--- config.mk ---
export PLATFORM = sky130hd
export DESIGN_NAME = cew_move
export DESIGN_NICKNAME = d
export VERILOG_FILES = /design/src/design/cylinder_erosion_walker_macros.svh /design/src/design/cew_pkg.sv /design/src/design/cew_move.sv
export SDC_FILE = /design/constraint.sdc
export NUM_CORES = 1
export LEC_CHECK = 0
export BUFFER_PORTS_ARGS = -buffer_cell sky130_fd_sc_hd__clkbuf_2
export CORE_MARGIN = 5
export CORE_UTILIZATION = 30
export DETAILED_ROUTE_END_ITERATION = 12
export SLEW_MARGIN = 15
export SYNTH_ARGS = -nofsm -noshare
export SYNTH_HDL_FRONTEND = slang
export SYNTH_SLANG_ARGS = --single-unit
export TNS_END_PERCENT = 50
--- constraint.sdc ---
create_clock -name vclk -period 7.72
set_input_delay 1.158 -clock vclk [all_inputs]
set_output_delay 1.158 -clock vclk [all_outputs]
set_load 0.01 [all_outputs]
--- src/design/cylinder_erosion_walker_macros.svh ---
// Assertion helpers for the erosion walker.
// Each macro samples on the rising edge of clock and is quiet while reset is high.
`ifndef CYLINDER_EROSION_WALKER_MACROS_SVH
`define CYLINDER_EROSION_WALKER_MACROS_SVH

// The consequent must hold in the same cycle as the antecedent.
`define CEW_ASSERT_IMPLY(label, ante, cons, msg) \
   label: assert property (@(posedge clock) disable iff (reset) (ante) |-> (cons)) \
      else $error(msg);

// The consequent must hold in the cycle after the antecedent.
`define CEW_ASSERT_NEXT(label, ante, cons, msg) \
   label: assert property (@(posedge clock) disable iff (reset) (ante) |=> (cons)) \
      else $error(msg);

`endif

--- src/design/cew_pkg.sv ---
package cew_pkg;

   // Grid size. COLS must be a power of two so that the column field wraps by truncation.
   localparam int COLS  = 512;
   localparam int ROWS  = 512;
   localparam int COL_W = $clog2(COLS);
   localparam int ROW_W = $clog2(ROWS);
   localparam int CNT_W = $clog2(COLS + 1);

   localparam int FIELD_W    = 9;
   localparam int RAND_W     = 16;
   localparam int ACTION_W   = 3;
   localparam int STATUS_W   = 2;
   localparam int REQ_DATA_W = 32;
   localparam int RSP_DATA_W = 48;

   typedef logic [COL_W-1:0]   col_type;
   typedef logic [ROW_W-1:0]   row_type;
   typedef logic [CNT_W-1:0]   cnt_type;
   typedef logic [COLS-1:0]    word_type;
   typedef logic [FIELD_W-1:0] field_type;
   typedef logic [RAND_W-1:0]  rand_type;

   localparam row_type LAST_ROW = row_type'(ROWS - 1);
   localparam row_type HALF_ROW = row_type'(ROWS / 2);
   localparam col_type LAST_COL = col_type'(COLS - 1);
   localparam cnt_type FULL_CNT = cnt_type'(COLS);

   // Thresholds on the random fraction, scaled by 65536.
   localparam rand_type TH3_A = 16'd21843;
   localparam rand_type TH3_B = 16'd43686;
   localparam rand_type TH4_A = 16'd16384;
   localparam rand_type TH4_B = 16'd32768;
   localparam rand_type TH4_C = 16'd49152;

   typedef enum logic [ACTION_W-1:0] {
      ACT_START_BLUE = 3'd0,
      ACT_START_RED  = 3'd1,
      ACT_STEP       = 3'd2,
      ACT_BOUNDS     = 3'd3,
      ACT_HEIGHT     = 3'd4
   } action_type;

   typedef enum logic [STATUS_W-1:0] {
      STAT_WALKING = 2'd0,
      STAT_PAINTED = 2'd1,
      STAT_IGNORED = 2'd2,
      STAT_DONE    = 2'd3
   } status_type;

   typedef enum logic [3:0] {
      ST_CLEAR,
      ST_IDLE,
      ST_CHECK,
      ST_REPLY,
      ST_TOP_UP,
      ST_TOP_DN,
      ST_BOT_DN,
      ST_BOT_UP,
      ST_HEIGHT
   } state_type;

   typedef struct packed {
      col_type col;
      row_type row;
   } pos_type;

endpackage

--- src/design/cew_move.sv ---
module cew_move (
   input  cew_pkg::pos_type  cur,
   input  cew_pkg::rand_type rand_fraction,
   output cew_pkg::pos_type  nxt
);

   logic go_left;
   logic go_up;
   logic go_down;

   // Edge rows offer three moves; the vertical one points back into the grid.
   always_comb begin
      go_left = 1'b0;
      go_up   = 1'b0;
      go_down = 1'b0;
      priority if (cur.row == cew_pkg::LAST_ROW) begin
         go_left = rand_fraction <= cew_pkg::TH3_A;
         go_down = !go_left && (rand_fraction <= cew_pkg::TH3_B);
      end else if (cur.row == '0) begin
         go_left = rand_fraction <= cew_pkg::TH3_A;
         go_up   = !go_left && (rand_fraction <= cew_pkg::TH3_B);
      end else begin
         go_left = rand_fraction <= cew_pkg::TH4_A;
         go_up   = !go_left && (rand_fraction <= cew_pkg::TH4_B);
         go_down = !go_left && !go_up && (rand_fraction <= cew_pkg::TH4_C);
      end
   end

   always_comb begin
      nxt = cur;
      priority if (go_left) begin
         nxt.col = (cur.col == '0) ? cew_pkg::LAST_COL : cur.col - cew_pkg::col_type'(1);
      end else if (go_up) begin
         nxt.row = cur.row + cew_pkg::row_type'(1);
      end else if (go_down) begin
         nxt.row = cur.row - cew_pkg::row_type'(1);
      end else begin
         nxt.col = (cur.col == cew_pkg::LAST_COL) ? '0 : cur.col + cew_pkg::col_type'(1);
      end
   end

endmodule

==> summary.md <==
| Metric | Value |
|---|---|
| Die Span X | `71.44 um` |
| Mux contribution to synthesized area | `1.768%` |
| Detailed Route Iter0 Violations | `88` |
| Final ANT Viol Nets | `0` |
| Distinct cells, synth | `58` |
| Leakage | `0.0006036 uW` |
| Setup bufs post-CTS | `0` |
| Finished Cell Area | `1423 um2` |
| Synth Area in Compound Gates | `35.58%` |
| Nets | `258` |
| XOR/XNOR Fraction of Synth Area | `6.961%` |
| GRT overflow | `0` |
| Hold Path Class | `in2out` |
| Via-per-instance ratio | `5.504` |
| CP max stage cell | `or4_1` |
| PostCTS Resize Cnt | `0` |
| Rel. slew slack | `58.96%` |
| Clock buf count | `0` |
| Area share of fa/ha/maj cells after synthesis | `6.630%` |
| Hold Path Cell Cnt | `3` |
| Sequential element share of the synthesized area | `0%` |
| Mapped Area | `1132 um2` |
| Diode count | `0` |
| CP Class | `in2out` |
| Simple-gate area share of the yosys netlist | `43.43%` |
| DIE HEIGHT | `71.44 um` |
| Crit path largest cell delay | `0.52 ns` |
| Syn Area/Cell | `6.622 um2` |
| Initial Utilization | `30.93%` |
| DR pass1 iterations | `4` |
| DR WL/cell | `12.17 um` |
| Cell with the most instances after synthesis | `nor2_1` |
| Gpl congestion | `0.8030` |
| Largest net degree at the start of global routing | `13` |
| Commonest cells post-synth | `nor2_1, nand2_1, a21oi_1` |
| Full die area | `5103 um2` |
| Yosys warns | `0` |
| Worst path bufs/invs | `3` |
| Final Critical Period | `4.836 ns` |
| Via count | `1453` |
| Fin crit share | `62.64%` |
| Site Rows | `22` |
| Type of origin of the critical path | `primary input` |
| Worst endpoint required time | `6.56 ns` |
| CP top delay family | `simple AND/OR/NAND/NOR gates` |
| Run status | `finished clean` |
| Largest family of logic cells by synthesized area | `simple AND/OR/NAND/NOR gates` |
| Critical path endpoint category | `output port` |
| PortBufs | `52` |
| Sequential cell count | `0` |
| Filler Cell Count | `428` |
| Max-capacitance violation count | `0` |
| Antenna violations before repair | `0` |
| Share of cells above drive strength 1 | `31.94%` |
| First-pass GRT wire length | `5761 um` |
| Setup violators final | `0` |
| FF/Latch Area | `0 um2` |
| GRT Total Usage | `12.57%` |
| Top cells by area, synth | `ha_1, xor2_1, nor2_1, a21oi_1, nand2_1` |
| Total wire length | `3212 um` |
| Critical Path, Cell by Cell | `clkbuf_2 -> inv_1 -> ha_1 -> nor4b_1 -> and3_1 -> a211oi_4 -> or2_1 -> or4_1 -> a31oi_1 -> clkbuf_2` |
| Post-Synthesis Cells | `171` |
| Layout area overhead | `25.63%` |
| Max-slew violation count | `0` |
| CP dominant cell by count | `clkbuf_2` |
| RSZ-0062 raised after global routing | `no` |
| Data arrival, critical path | `3.68 ns` |
| Synth Net Count | `211` |
| Core area | `3661 um2` |
| Vias in the first global route | `1355` |
| Worst slew pin tran | `0.6099 ns` |
| Maximum VDD drop | `20.72 uV` |
| Post-DP Area | `1423 um2` |
| Hold_buf cts | `0` |
| Post-synth top area cell | `ha_1` |
| Critical Path Stages | `10` |
| IO Pins | `52` |
| HPWL Detailed | `2687 um` |
| Share of the synthesized area in the top cell type | `6.630%` |
| TNS Setup | `0 ns` |
| Max FO, Critical Path | `12` |
| Final hold vios | `0` |
| Post-route DRC | `0` |
| Highest achievable clock rate | `206.8 MHz` |
| Power per cell area | `48.12 nW/um2` |
==> worst min-delay path: stages <==
cell      delay, ns
clkbuf_2       0.11
xor2_1         0.07
clkbuf_2       0.12
==> stage by stage <==
stage	setup WS, ns	power (uW)	hold slack [ns]	util [%]	std cells
2_1_floorplan	3.394	39.60	2.396	-	171
3_3_place_gp	2.922	68.95	2.624	38.86	264
3_5_place_dp	2.874	68.88	2.626	38.86	264
4_1_cts	2.865	69.08	2.630	38.86	264
5_1_grt	2.646	76.87	2.654	38.86	264
6_report	2.884	68.46	2.622	38.86	264
==> layer usage <==
metal  routed length [um]  GRT usage [%]  vias to the layer above  share of wire [%]
met4                    3         0.2088                        0              0.093
met1                 1511          17.84                      659                 47
met3                  235          1.403                        2                7.3
met2                 1462          21.53                       44                 46
li1                     -              -                      748                  -
met5                    0              0                        -                  0
==> power breakdown <==
| part | switching [uW] | internal (uW) |
|---|---|---|
| sequential | 0 | 0 |
| clock | 0 | 0 |
| combinational | 40.1 | 28.3 |
| total | 40.1 | 28.3 |
==> area by class of cell <==
class,count,area [um2],area share (%)
multi-input cells,155,1069,75.11
repair buffers,52,260.3,18.29
well taps,48,60.06,4.222
inverters,9,33.78,2.375
==> placed cells by master, fill, tap and decap left out, types with 6 or more instances in the layout <==
| cell | synthesis | routed |
|---|---|---|
| nor2_1 | 18 | 18 |
| o21ai_0 | 6 | 6 |
| nor3_1 | 9 | 9 |
| nand3_1 | 10 | 10 |
| clkbuf_2 | 0 | 52 |
| xor2_1 | 8 | 8 |
| inv_1 | 9 | 9 |
| ha_1 | 6 | 6 |
| nand2_1 | 14 | 14 |
| a21oi_1 | 12 | 12 |
==> cells by family after synthesis <==
logic type      after synthesis
xor+xnor                      9
compound gates               52
mux                           2
simple gates                 86
fa+ha+maj                     6
buf+inv                      16
==> path summary, 6_finish.rpt <==
kind	start	endpoint
max	cur[0]	nxt[12]
min	cur[7]	nxt[7]
Power figures use the tool's default switching activity.
