===== src/design/cylinder_erosion_walker_macros.svh =====
// Assertion helpers for the erosion walker.
// Each macro samples on the rising edge of clock and is quiet while reset is high.
`ifndef CYLINDER_EROSION_WALKER_MACROS_SVH
`define CYLINDER_EROSION_WALKER_MACROS_SVH

// The consequent must hold in the same cycle as the antecedent.
`define CEW_ASSERT_IMPLY(label, ante, cons, msg) \
   label: assert property (@(posedge clock) disable iff (reset) (ante) |-> (cons)) \
      else $error(msg);

// The consequent must hold in the cycle after the antecedent.
`define CEW_ASSERT_NEXT(label, ante, cons, msg) \
   label: assert property (@(posedge clock) disable iff (reset) (ante) |=> (cons)) \
      else $error(msg);

`endif


===== src/design/cew_ram.sv =====
module cew_ram #(
   parameter int WIDTH = 8,
   parameter int DEPTH = 16
) (
   input  logic                     clock,
   input  logic                     wr_en,
   input  logic [$clog2(DEPTH)-1:0] wr_addr,
   input  logic [WIDTH-1:0]         wr_data,
   input  logic [$clog2(DEPTH)-1:0] rd_addr,
   output logic [WIDTH-1:0]         rd_data
);

   logic [WIDTH-1:0] mem [DEPTH];

   always_ff @(posedge clock) begin
      if (wr_en) begin
         mem[wr_addr] <= wr_data;
      end
   end

   always_ff @(posedge clock) begin
      rd_data <= mem[rd_addr];
   end

endmodule


===== config.mk =====
export PLATFORM = sky130hd
export DESIGN_NAME = cew_ram
export DESIGN_NICKNAME = d
export VERILOG_FILES = /design/src/design/cylinder_erosion_walker_macros.svh /design/src/design/cew_ram.sv
export SDC_FILE = /design/constraint.sdc
export NUM_CORES = 1
export LEC_CHECK = 0
export BUFFER_PORTS_ARGS = -buffer_cell sky130_fd_sc_hd__buf_2
export CORE_MARGIN = 2
export CORE_UTILIZATION = 41
export DETAILED_ROUTE_END_ITERATION = 6
export GPL_ROUTABILITY_DRIVEN = 0
export MAX_ROUTING_LAYER = met4
export PLACE_DENSITY = 0.56
export RECOVER_POWER = 100
export SYNTH_ARGS = -nofsm -noshare
export SYNTH_HDL_FRONTEND = slang
export SYNTH_SLANG_ARGS = --single-unit

===== constraint.sdc =====
create_clock -name clock -period 2.6 [get_ports clock]
set_input_delay 0.13 -clock clock [delete_from_list [all_inputs] [get_ports clock]]
set_output_delay 0.13 -clock clock [all_outputs]
set_load 0.03 [all_outputs]

==> impl_metrics.yaml, run 1 <==
worst_setup_path:
  ff2ff_setup_slack_ns: 1.20
  worst-endpoint-required_ns: 2.89
  critical_path.cell_chain: "mux4_1 > a22oi_1 > nand2_1"
  reg2regPathDepth: 3
  critPathCaptureType: "register"
  critPathKind: "register to register"
  worst-path-max-fanout: 1
  cp.arrival_ns: 1.69
  slowest_delay_ns: 0.51
  start_kind: "register"
  crit_path_top_delay_cell: "sky130_fd_sc_hd__mux4_1"
  r2r-start: "mem[1][1]"
  crit-reg2reg-capture: "rd_data[1]"
synth:
  avgSynthCellArea_um2: 22.5
  synth_area_leader_cell: "sky130_fd_sc_hd__edfxtp_1"
  ys_seq_area_frac: 0.778
  ys_flop_type: "sky130_fd_sc_hd__edfxtp_1"
  synth_edf_count: 128
  synthMostInstantiatedCell: "sky130_fd_sc_hd__edfxtp_1"
  number_of_storage_elements_in_the_synthesis_netlist: 136
  asyncSetResetFlopFracSynth: 0
  yosys-top-cells-area: "sky130_fd_sc_hd__edfxtp_1, sky130_fd_sc_hd__mux4_2, sky130_fd_sc_hd__mux4_1"
  syn_nets: 247
  synth_cell_type_count: 19
  synthTopCellsByCount: "sky130_fd_sc_hd__edfxtp_1, sky130_fd_sc_hd__mux4_2, sky130_fd_sc_hd__a22oi_1, sky130_fd_sc_hd__mux4_1, sky130_fd_sc_hd__nor2_1"
  synth.top_cell.area_share: 0.747
  netlist_area_um2: 5150
  syn-instance-count: 229
  synth.yosys.warnings: 0
sta:
  count_of_pins_over_their_slew_limit: 0
  rsz0062_at_grt: "no"
  setup-violations-final: 0
  min_period_over_period: 0.539
  max_freq_ghz: 0.714
  max_slew_margin: 0.475
  worst-slew-pin-transition_ns: 0.786
  fin_skew_ns: 0.00537
  hold_viol: 0
  timing.setup.tns_ns: 0
  period_needed_ns: 1.40
  hold_ws_ns: 0.235
global_routing:
  grt-ovfl-total: 0
  global_route.usage.total: 0.171
  grt_pass1_wl_um: 15200
  grt_antenna_before_repair: 0
  grt_pass1_vias: 2491
  grt_start_max_net_pins: 24
pwr:
  pwr_density_cell_nw_per_um2: 794
  total_leakage_power_nw: 1.93
  vdd.ir_drop.worst_uv: 343
  totalPowerFinal_mw: 4.73
min_path:
  min-delay-path-class: "input pin to register"
  end_of_the_worst_hold_path: "mem[2][5]"
  hp-start: "wr_data[5]"
  min_path_cells: 1
floorplanning:
  placeableCoreArea_um2: 12100
  die-height_um: 116
  floorplan_die_area_um2: 13500
  fp-row-count: 40
  die_span_x_um: 116
  ioPinCount: 26
  initial_core_util: 0.425
clocking:
  ctsLongestPathBuffers: 2
  post_cts.resized_instances: 0
  tritoncts: "yes"
  tritoncts.num_buffers: 17
  clock_sinks: 136
  clk_transition_reported_paths_ns: 0.06
  cts-hold-fix-buffers: 0
  clockRootBuffer: "sky130_fd_sc_hd__clkbuf_16"
  h_tree_depth: 4
  worst_skew_pair.late_latency_ns: 0.41
  post_cts_setup_buffers: 0
flow_run:
  max-cap-violations: 0
run_status:
  outcome: "finished, final reports clean"
layout:
  final_layout_size_suffix_gt1_frac: 0.179
  area.growth.synth_to_final_pct: 15.8
  final_cell_count_no_fill: 464
  n_antenna_cell: 0
  finalNetCount: 301
  utilization: 0.492
route:
  drt_first_pass_iters: 5
  post_drt_wl_per_cell_um: 21.6
  route.antenna.remaining_nets: 0
  drc_errors: 0
  via_cell_ratio: 5.34
  routed-via-count: 2478
  finalWirelength_um: 10000
  detailedRoute.firstIterationViolations: 262
placed_design:
  port_buffers: 25
  post-place-cells: 432
  hpwlAfterDp_um: 6360
-- logic make-up after synthesis --
logic type | after synthesis | synth area share
multiplexers | 32 | 0.150
buffers and inverters | 10 | 0.0168
flip-flops | 136 | 0.778
AO/OA/AOI/OAI | 16 | 0.0233
AND/OR/NAND/NOR | 35 | 0.0318
-- worst max-delay path: cells and delay by family (launching register included) --
| kind | cells | cell delay (ns) |
|---|---|---|
| mux | 1 | 0.51 |
| compound gates | 1 | 0.32 |
| simple gates | 1 | 0.10 |
| flops | 1 | 0.36 |
-- power breakdown --
part | total [mW] | leakage [nW] | switching [mW] | internal (mW)
logic | 0.239 | 0.453 | 0.154 | 0.0849
registers | 2.47 | 1.22 | 0.0123 | 2.45
clock network | 2.03 | 0.250 | 0.798 | 1.23
-- worst max-delay path by stage --
stage / from / end / depth (start not counted)
finish: mem[1][1] / rd_data[1] / 3
global route: mem[2][1] / rd_data[1] / 3
CTS: mem[2][1] / rd_data[1] / 3
detailed placement: rd_addr[1] / rd_data[1] / 5
global placement: rd_addr[1] / rd_data[1] / 5
floorplan: wr_addr[2] / mem[0][0] / 2
-- flip-flops by register name, summed over array words and instances (netlist names) --
register and cells:
rd_data 8, mem 128
-- through the flow --
step	area [um2]	worst slack, ns
6_report	5960	1.20
5_1_grt	5960	1.16
4_1_cts	6050	1.21
3_5_place_dp	5550	0.807
3_3_place_gp	5550	0.798
2_1_floorplan	5150	0.977
-- routing by layer --
layer  wire length (um)  track usage
met1               4340        0.225
met2               4930        0.257
met3                639       0.0502
met4                108       0.0619
met5                  0            -
-- cells in the final DEF, fill, tap and decap left out, drive strengths merged, types with 2 or more instances in the layout --
master	n
mux4	32
clkbuf	61
nor2	13
dfxtp	8
nor3	4
clkinv	6
nand3b	2
a22oi	16
buf	10
edfxtp	128
nand2b	2
nand2	9
-- area by class of cell --
type	instances	area (um2)
fill	1034	6150
sequential	136	4000
multi-input combinational	83	1060
clock buffer	26	469
tap	168	210
timing repair buffer	45	189
clock inverter	6	30.0
No activity file was read; power rests on OpenSTA's default activity.
==> run 2: changes to the inputs <==
Settings changed: ABC_AREA set to 1, PLACE_DENSITY 0.56 to 0.58.
Clock period 2.6 ns to 1.15 ns, I/O delays scaled along.
==> run 2 against run 1 <==
First-iteration DRC count is 26% higher. Clock-buffer cell count grew 2. Global-route usage is 2.2 points higher. Sequential power grew 130%. Area after synthesis is 12% higher. Final area is 14% higher. Critical path depth fell by 2. Setup slack worse by 1.1 ns. Critical endpoint is now rd_data[0].
==> impl_metrics.yaml, run 2 <==
run_status:
  outcome: "finished, final reports clean"
global_routing:
  grt_pass1_vias: 3631
  grt_pass1_wl_um: 19900
  grt_start_max_net_pins: 33
  global_route.usage.total: 0.193
  grt-ovfl-total: 0
  grt_antenna_before_repair: 0
clocking:
  tritoncts: "yes"
  worst_skew_pair.late_latency_ns: 0.42
  clock_sinks: 136
  tritoncts.num_buffers: 17
  h_tree_depth: 4
  ctsLongestPathBuffers: 2
  clockRootBuffer: "sky130_fd_sc_hd__clkbuf_16"
  clk_transition_reported_paths_ns: 0.05
  post_cts.resized_instances: 0
placed_design:
  hpwlAfterDp_um: 8210
  post-place-cells: 761
  dpl-instance-area_um2: 6280
  port_buffers: 25
  dp_worst_setup_slack_ns: -0.00384
worst_setup_path:
  start_kind: "register"
  critPathCaptureType: "output port"
  cp.arrival_ns: 0.99
  ff2ff_setup_slack_ns: 0.13
  critical_path.cell_chain: "clkbuf_2"
  cp_top_family: "flip-flops"
  reg2regPathDepth: 6
  worst-endpoint-required_ns: 1.09
  slowest_delay_ns: 0.35
  path_buf_inv: 1
  worst-path-max-fanout: 1
  crit-reg2reg-capture: "rd_data[5]"
  critPathKind: "register to output port"
  r2r-start: "mem[6][5]"
  crit_path_top_delay_cell: "sky130_fd_sc_hd__dfxtp_1"
flow_run:
  max-cap-violations: 0
route:
  detailedRoute.firstIterationViolations: 330
  via_cell_ratio: 4.74
  route.antenna.remaining_nets: 0
  post_drt_wl_per_cell_um: 16.2
  drt_first_pass_iters: 4
  drc_errors: 0
  finalWirelength_um: 12800
  routed-via-count: 3761
synth:
  synthAdderAreaFrac: 0
  synth.top_cell.area_share: 0.667
  ys_flop_type: "sky130_fd_sc_hd__edfxtp_1"
  synthMostInstantiatedCell: "sky130_fd_sc_hd__nand2_1"
  synth_xor_area_frac: 0
  synth_cell_type_count: 12
  ys_seq_area_frac: 0.694
  avgSynthCellArea_um2: 10.5
  proportion_of_synthesized_area_in_mux_cells: 0
  synth.yosys.warnings: 0
  netlist_area_um2: 5770
  synth_edf_count: 128
  yosys.area_share.simple: 0.210
  yosys-top-cells-area: "sky130_fd_sc_hd__edfxtp_1, sky130_fd_sc_hd__nand2_1, sky130_fd_sc_hd__nand3_1"
  syn_nets: 569
  asyncSetResetFlopFracSynth: 0
  syn-instance-count: 551
  synthTopCellsByCount: "sky130_fd_sc_hd__nand2_1, sky130_fd_sc_hd__edfxtp_1, sky130_fd_sc_hd__inv_1, sky130_fd_sc_hd__nand3_1, sky130_fd_sc_hd__nor2_1"
  main_combinational_cell_family_by_area_after_synthesis: "simple AND/OR/NAND/NOR gates"
  synth_area_leader_cell: "sky130_fd_sc_hd__edfxtp_1"
  fraction_of_the_mapped_netlist_area_in_compound_gates: 0
  number_of_storage_elements_in_the_synthesis_netlist: 136
layout:
  area.growth.synth_to_final_pct: 17.4
  final_layout_size_suffix_gt1_frac: 0.0865
  layout.cell_area.non_filler_um2: 6770
  most-common-layout-cells: "sky130_fd_sc_hd__nand2_1, sky130_fd_sc_hd__edfxtp_1, sky130_fd_sc_hd__inv_1"
  final_cell_count_no_fill: 793
  max_flop_register: "mem"
  finalNetCount: 619
  reg_top3: "mem x128, rd_data x8"
  n_antenna_cell: 0
  mostFrequentLayoutCell: "sky130_fd_sc_hd__nand2_1"
  flip_flop_count_of_the_largest_register_all_copies_and_words_added: 128
  fillCellCount: 1241
pwr:
  totalPowerFinal_mw: 11.4
  vdd.ir_drop.worst_uv: 1080
  total_leakage_power_nw: 2.88
  pwr_density_cell_nw_per_um2: 1690
floorplanning:
  ioPinCount: 26
  die-height_um: 123
  initial_core_util: 0.417
  placeableCoreArea_um2: 13800
  die_span_x_um: 123
  floorplan_die_area_um2: 15000
  fp-row-count: 43
sta:
  worst-slew-pin-transition_ns: 1.02
  count_of_pins_over_their_slew_limit: 0
  hold_ws_ns: 0.165
  fin_skew_ns: 0.00535
  hold_viol: 0
  postLayoutSetupSlackWorst_ns: 0.103
  period_needed_ns: 1.05
  setup-violations-final: 0
  rsz0062_at_grt: "no"
  max_freq_ghz: 0.956
  min_period_over_period: 0.910
  max_slew_margin: 0.319
min_path:
  end_of_the_worst_hold_path: "rd_data[4]"
  hp-start: "rd_addr[2]"
  min-delay-path-class: "input pin to register"
  min_path_cells: 5
-- run 2: through the flow --
stage	TNS (ns)	utilization
6_report	0	0.490
3_5_place_dp	-0.00384	0.454
3_3_place_gp	0	0.454
2_1_floorplan	0	-
5_1_grt	0	0.490
4_1_cts	0	0.495
-- run 2: layer usage --
| layer | part of all wire | global-route usage | wire (um) |
|---|---|---|---|
| met3 | 0.057 | 0.0544 | 730 |
| met1 | 0.44 | 0.234 | 5630 |
| met4 | 0.024 | 0.0855 | 305 |
| met2 | 0.48 | 0.302 | 6160 |
| met5 | 0 | - | 0 |
-- run 2: cell families after synthesis --
group,Yosys count
DFF,136
and+or+nand+nor,289
buffers and inverters,126
-- run 2: how the worst max path moves through the flow --
stage	from	end	slack, ns	cells after the start
finish	rd_data[0]	rd_data[0]	0.10	1
global route	mem[6][5]	rd_data[5]	0.03	6
CTS	rd_data[0]	rd_data[0]	0.07	1
detailed placement	rd_addr[0]	rd_data[7]	-0.004	8
global placement	rd_addr[0]	rd_data[7]	0.007	8
floorplan	wr_addr[2]	mem[10][0]	0.14	2
-- run 2: what timing repair did --
action                     in CTS  in global routing
setup endpoints to repair       0                  0
hold endpoints to repair        3                  0
buffers inserted                0                  0
hold buffers                    1                  0
-- run 2: cell type report --
type                    instances  area, um2  share of cell area
clock buffers                  28        517              0.0763
clock inverters                 3       40.0             0.00591
inverters                     102        383              0.0566
multi-input cells             289       1210               0.179
flip-flops and latches        136       4000               0.591
well taps                     180        225              0.0333
repair buffers                 55        388              0.0573
-- run 2: power by group --
| group | total, mW | switching, mW | internal [mW] |
|---|---|---|---|
| registers | 5.58 | 0.0333 | 5.55 |
| logic | 0.779 | 0.540 | 0.239 |
| clock network | 5.07 | 1.83 | 3.24 |
| total | 11.4 | 2.41 | 9.03 |
-- run 2: worst reg2reg max path: cells and delay by family, from the launching register on --
kind	cells	cell delay (ns)
DFF	1	0.36
and+or+nand+nor	5	0.48
buffers and inverters	1	0.06
==> run 3: changes to the inputs <==
--- a/constraint.sdc
+++ b/constraint.sdc
@@ -3,2 +3,2 @@
 set_output_delay 0.0575 -clock clock [all_outputs]
-set_load 0.03 [all_outputs]
+set_load 0.01 [all_outputs]
==> run 3 against run 2 <==
Worst hold slack got worse by 0.00085 ns. Wire length grew 0.12%. Critical endpoint is now rd_data[5]. Clock power about the same. Critical path type is now register to register. Clock skew down 0.00071 ns. Largest power group unchanged. First-iteration DRC count is 1.2% higher. Combinational power down 6.9%.
==> impl_metrics.yaml, run 3 (synthesis gave the netlist of run 2 again) <==
run_status:
  outcome: "finished, final reports clean"
pwr:
  total_leakage_power_nw: 2.86
  pwr_density_cell_nw_per_um2: 1680
  vdd.ir_drop.worst_uv: 1080
layout:
  layout.cell_area.non_filler_um2: 6760
  multiInputGateArea_um2: 1210
  finalNetCount: 619
  flip_flop_count_of_the_largest_register_all_copies_and_words_added: 128
  n_antenna_cell: 0
  final_layout_size_suffix_gt1_frac: 0.0734
  utilization: 0.489
  regArea_um2: 4000
  mostFrequentLayoutCell: "sky130_fd_sc_hd__nand2_1"
  reg_top3: "mem x128, rd_data x8"
  most-common-layout-cells: "sky130_fd_sc_hd__nand2_1, sky130_fd_sc_hd__edfxtp_1, sky130_fd_sc_hd__inv_1"
  fillCellCount: 1248
  max_flop_register: "mem"
  area.growth.synth_to_final_pct: 17.2
sta:
  period_needed_ns: 1.03
  timing.setup.tns_ns: 0
  max_slew_margin: 0.324
  hold_ws_ns: 0.164
  worst-slew-pin-transition_ns: 1.01
  min_period_over_period: 0.897
  count_of_pins_over_their_slew_limit: 0
  max_freq_ghz: 0.969
  rsz0062_at_grt: "no"
  setup-violations-final: 0
  hold_viol: 0
  fin_skew_ns: 0.00465
global_routing:
  global_route.usage.total: 0.193
  grt_start_max_net_pins: 33
  grt_pass1_wl_um: 19900
  grt_antenna_before_repair: 0
  grt-ovfl-total: 0
  grt_pass1_vias: 3631
clocking:
  tritoncts: "yes"
  ctsLongestPathBuffers: 2
  tritoncts.num_buffers: 17
  clk_transition_reported_paths_ns: 0.05
  post_cts_setup_buffers: 0
  clockRootBuffer: "sky130_fd_sc_hd__clkbuf_16"
  worst_skew_pair.late_latency_ns: 0.42
  clock_sinks: 136
  h_tree_depth: 4
  post_cts.resized_instances: 0
placed_design:
  hpwlAfterDp_um: 8210
  dpl-instance-area_um2: 6280
  port_buffers: 25
flow_run:
  max-cap-violations: 0
floorplanning:
  die_span_x_um: 123
  floorplan_die_area_um2: 15000
  initial_core_util: 0.417
  die-height_um: 123
  fp-row-count: 43
  ioPinCount: 26
  placeableCoreArea_um2: 13800
min_path:
  min-delay-path-class: "input pin to register"
worst_setup_path:
  slowest_delay_ns: 0.36
  ff2ff_setup_slack_ns: 0.12
  worst-endpoint-required_ns: 1.45
  r2r-start: "mem[6][5]"
  start_kind: "register"
  timing.critical_path.from: "mem[6][5]"
  crit-reg2reg-capture: "rd_data[5]"
  cp-endpoint: "rd_data[5]"
  timing.critical_path.mode_cell: "sky130_fd_sc_hd__nand3_1"
  cp.arrival_ns: 1.33
  worst-path-max-fanout: 1
  critPathKind: "register to register"
  critPathCaptureType: "register"
  crit_path_top_delay_cell: "sky130_fd_sc_hd__edfxtp_1"
  reg2regPathDepth: 6
  critical_path.cell_chain: "inv_1 > nand2_1 > nand3_1 > nand3_1 > nand3_1 > nand2_1"
route:
  drc_errors: 0
  detailedRoute.firstIterationViolations: 334
  finalWirelength_um: 12800
  route.antenna.remaining_nets: 0
  routed-via-count: 3780
  via_cell_ratio: 4.77
  drt_first_pass_iters: 4
  post_drt_wl_per_cell_um: 16.2
run 3: changes by cell type in the layout (fill, tap and decap cells not counted):
cell / before / now
sky130_fd_sc_hd__clkbuf_1: 34 / 42
sky130_fd_sc_hd__clkbuf_2: 8 / 0
run 3: cell type report:
class / count / share of cell area
inverters: 102 / 0.0566
flip-flops and latches: 136 / 0.592
repair buffers: 55 / 0.0559
clock inverters: 3 / 0.00592
multi-input cells: 289 / 0.180
well taps: 180 / 0.0333
clock buffers: 28 / 0.0764
run 3: layer usage:
metal	global-route usage	vias up	part of all wire
li1	-	1873	-
met1	0.234	1802	0.44
met2	0.302	83	0.48
met3	0.0544	22	0.050
met4	0.0855	0	0.025
met5	-	-	0
run 3: stage by stage:
step | std cells | setup WS [ns] | power, mW
floorplan | 551 | 0.142 | 6.08
global placement | 761 | 0.00697 | 6.42
detailed placement | 761 | -0.00384 | 6.43
CTS | 793 | 0.105 | 11.5
global route | 793 | 0.0259 | 11.8
finish | 793 | 0.118 | 11.4
run 3: worst max-delay path: cells and delay by family (launching register included):
| family | cells | cell delay (ns) |
|---|---|---|
| DFF | 1 | 0.36 |
| buffers and inverters | 1 | 0.06 |
| and+or+nand+nor | 5 | 0.49 |
run 3: power breakdown:
| group | leakage, nW | total (mW) | internal (mW) | switching [mW] |
|---|---|---|---|---|
| Clock | 0.274 | 5.08 | 3.24 | 1.84 |
| Sequential | 1.22 | 5.58 | 5.55 | 0.0335 |
| Combinational | 1.36 | 0.725 | 0.231 | 0.494 |
run 3: how the worst min path moves through the flow:
stage,startpoint,to,cells past startpoint
5_1_grt,rd_addr[2],rd_data[4],5
3_3_place_gp,rd_addr[3],rd_data[4],3
4_1_cts,wr_data[3],mem[1][3],1
3_5_place_dp,rd_addr[3],rd_data[4],3
2_1_floorplan,wr_data[0],mem[0][0],0
6_report,rd_addr[2],rd_data[4],5
run 3: timing repair:
| action | CTS | global route |
|---|---|---|
| endpoints found under the setup margin | 0 | 0 |
| hold endpoints to repair | 3 | 0 |
| hold buffers | 1 | 0 |
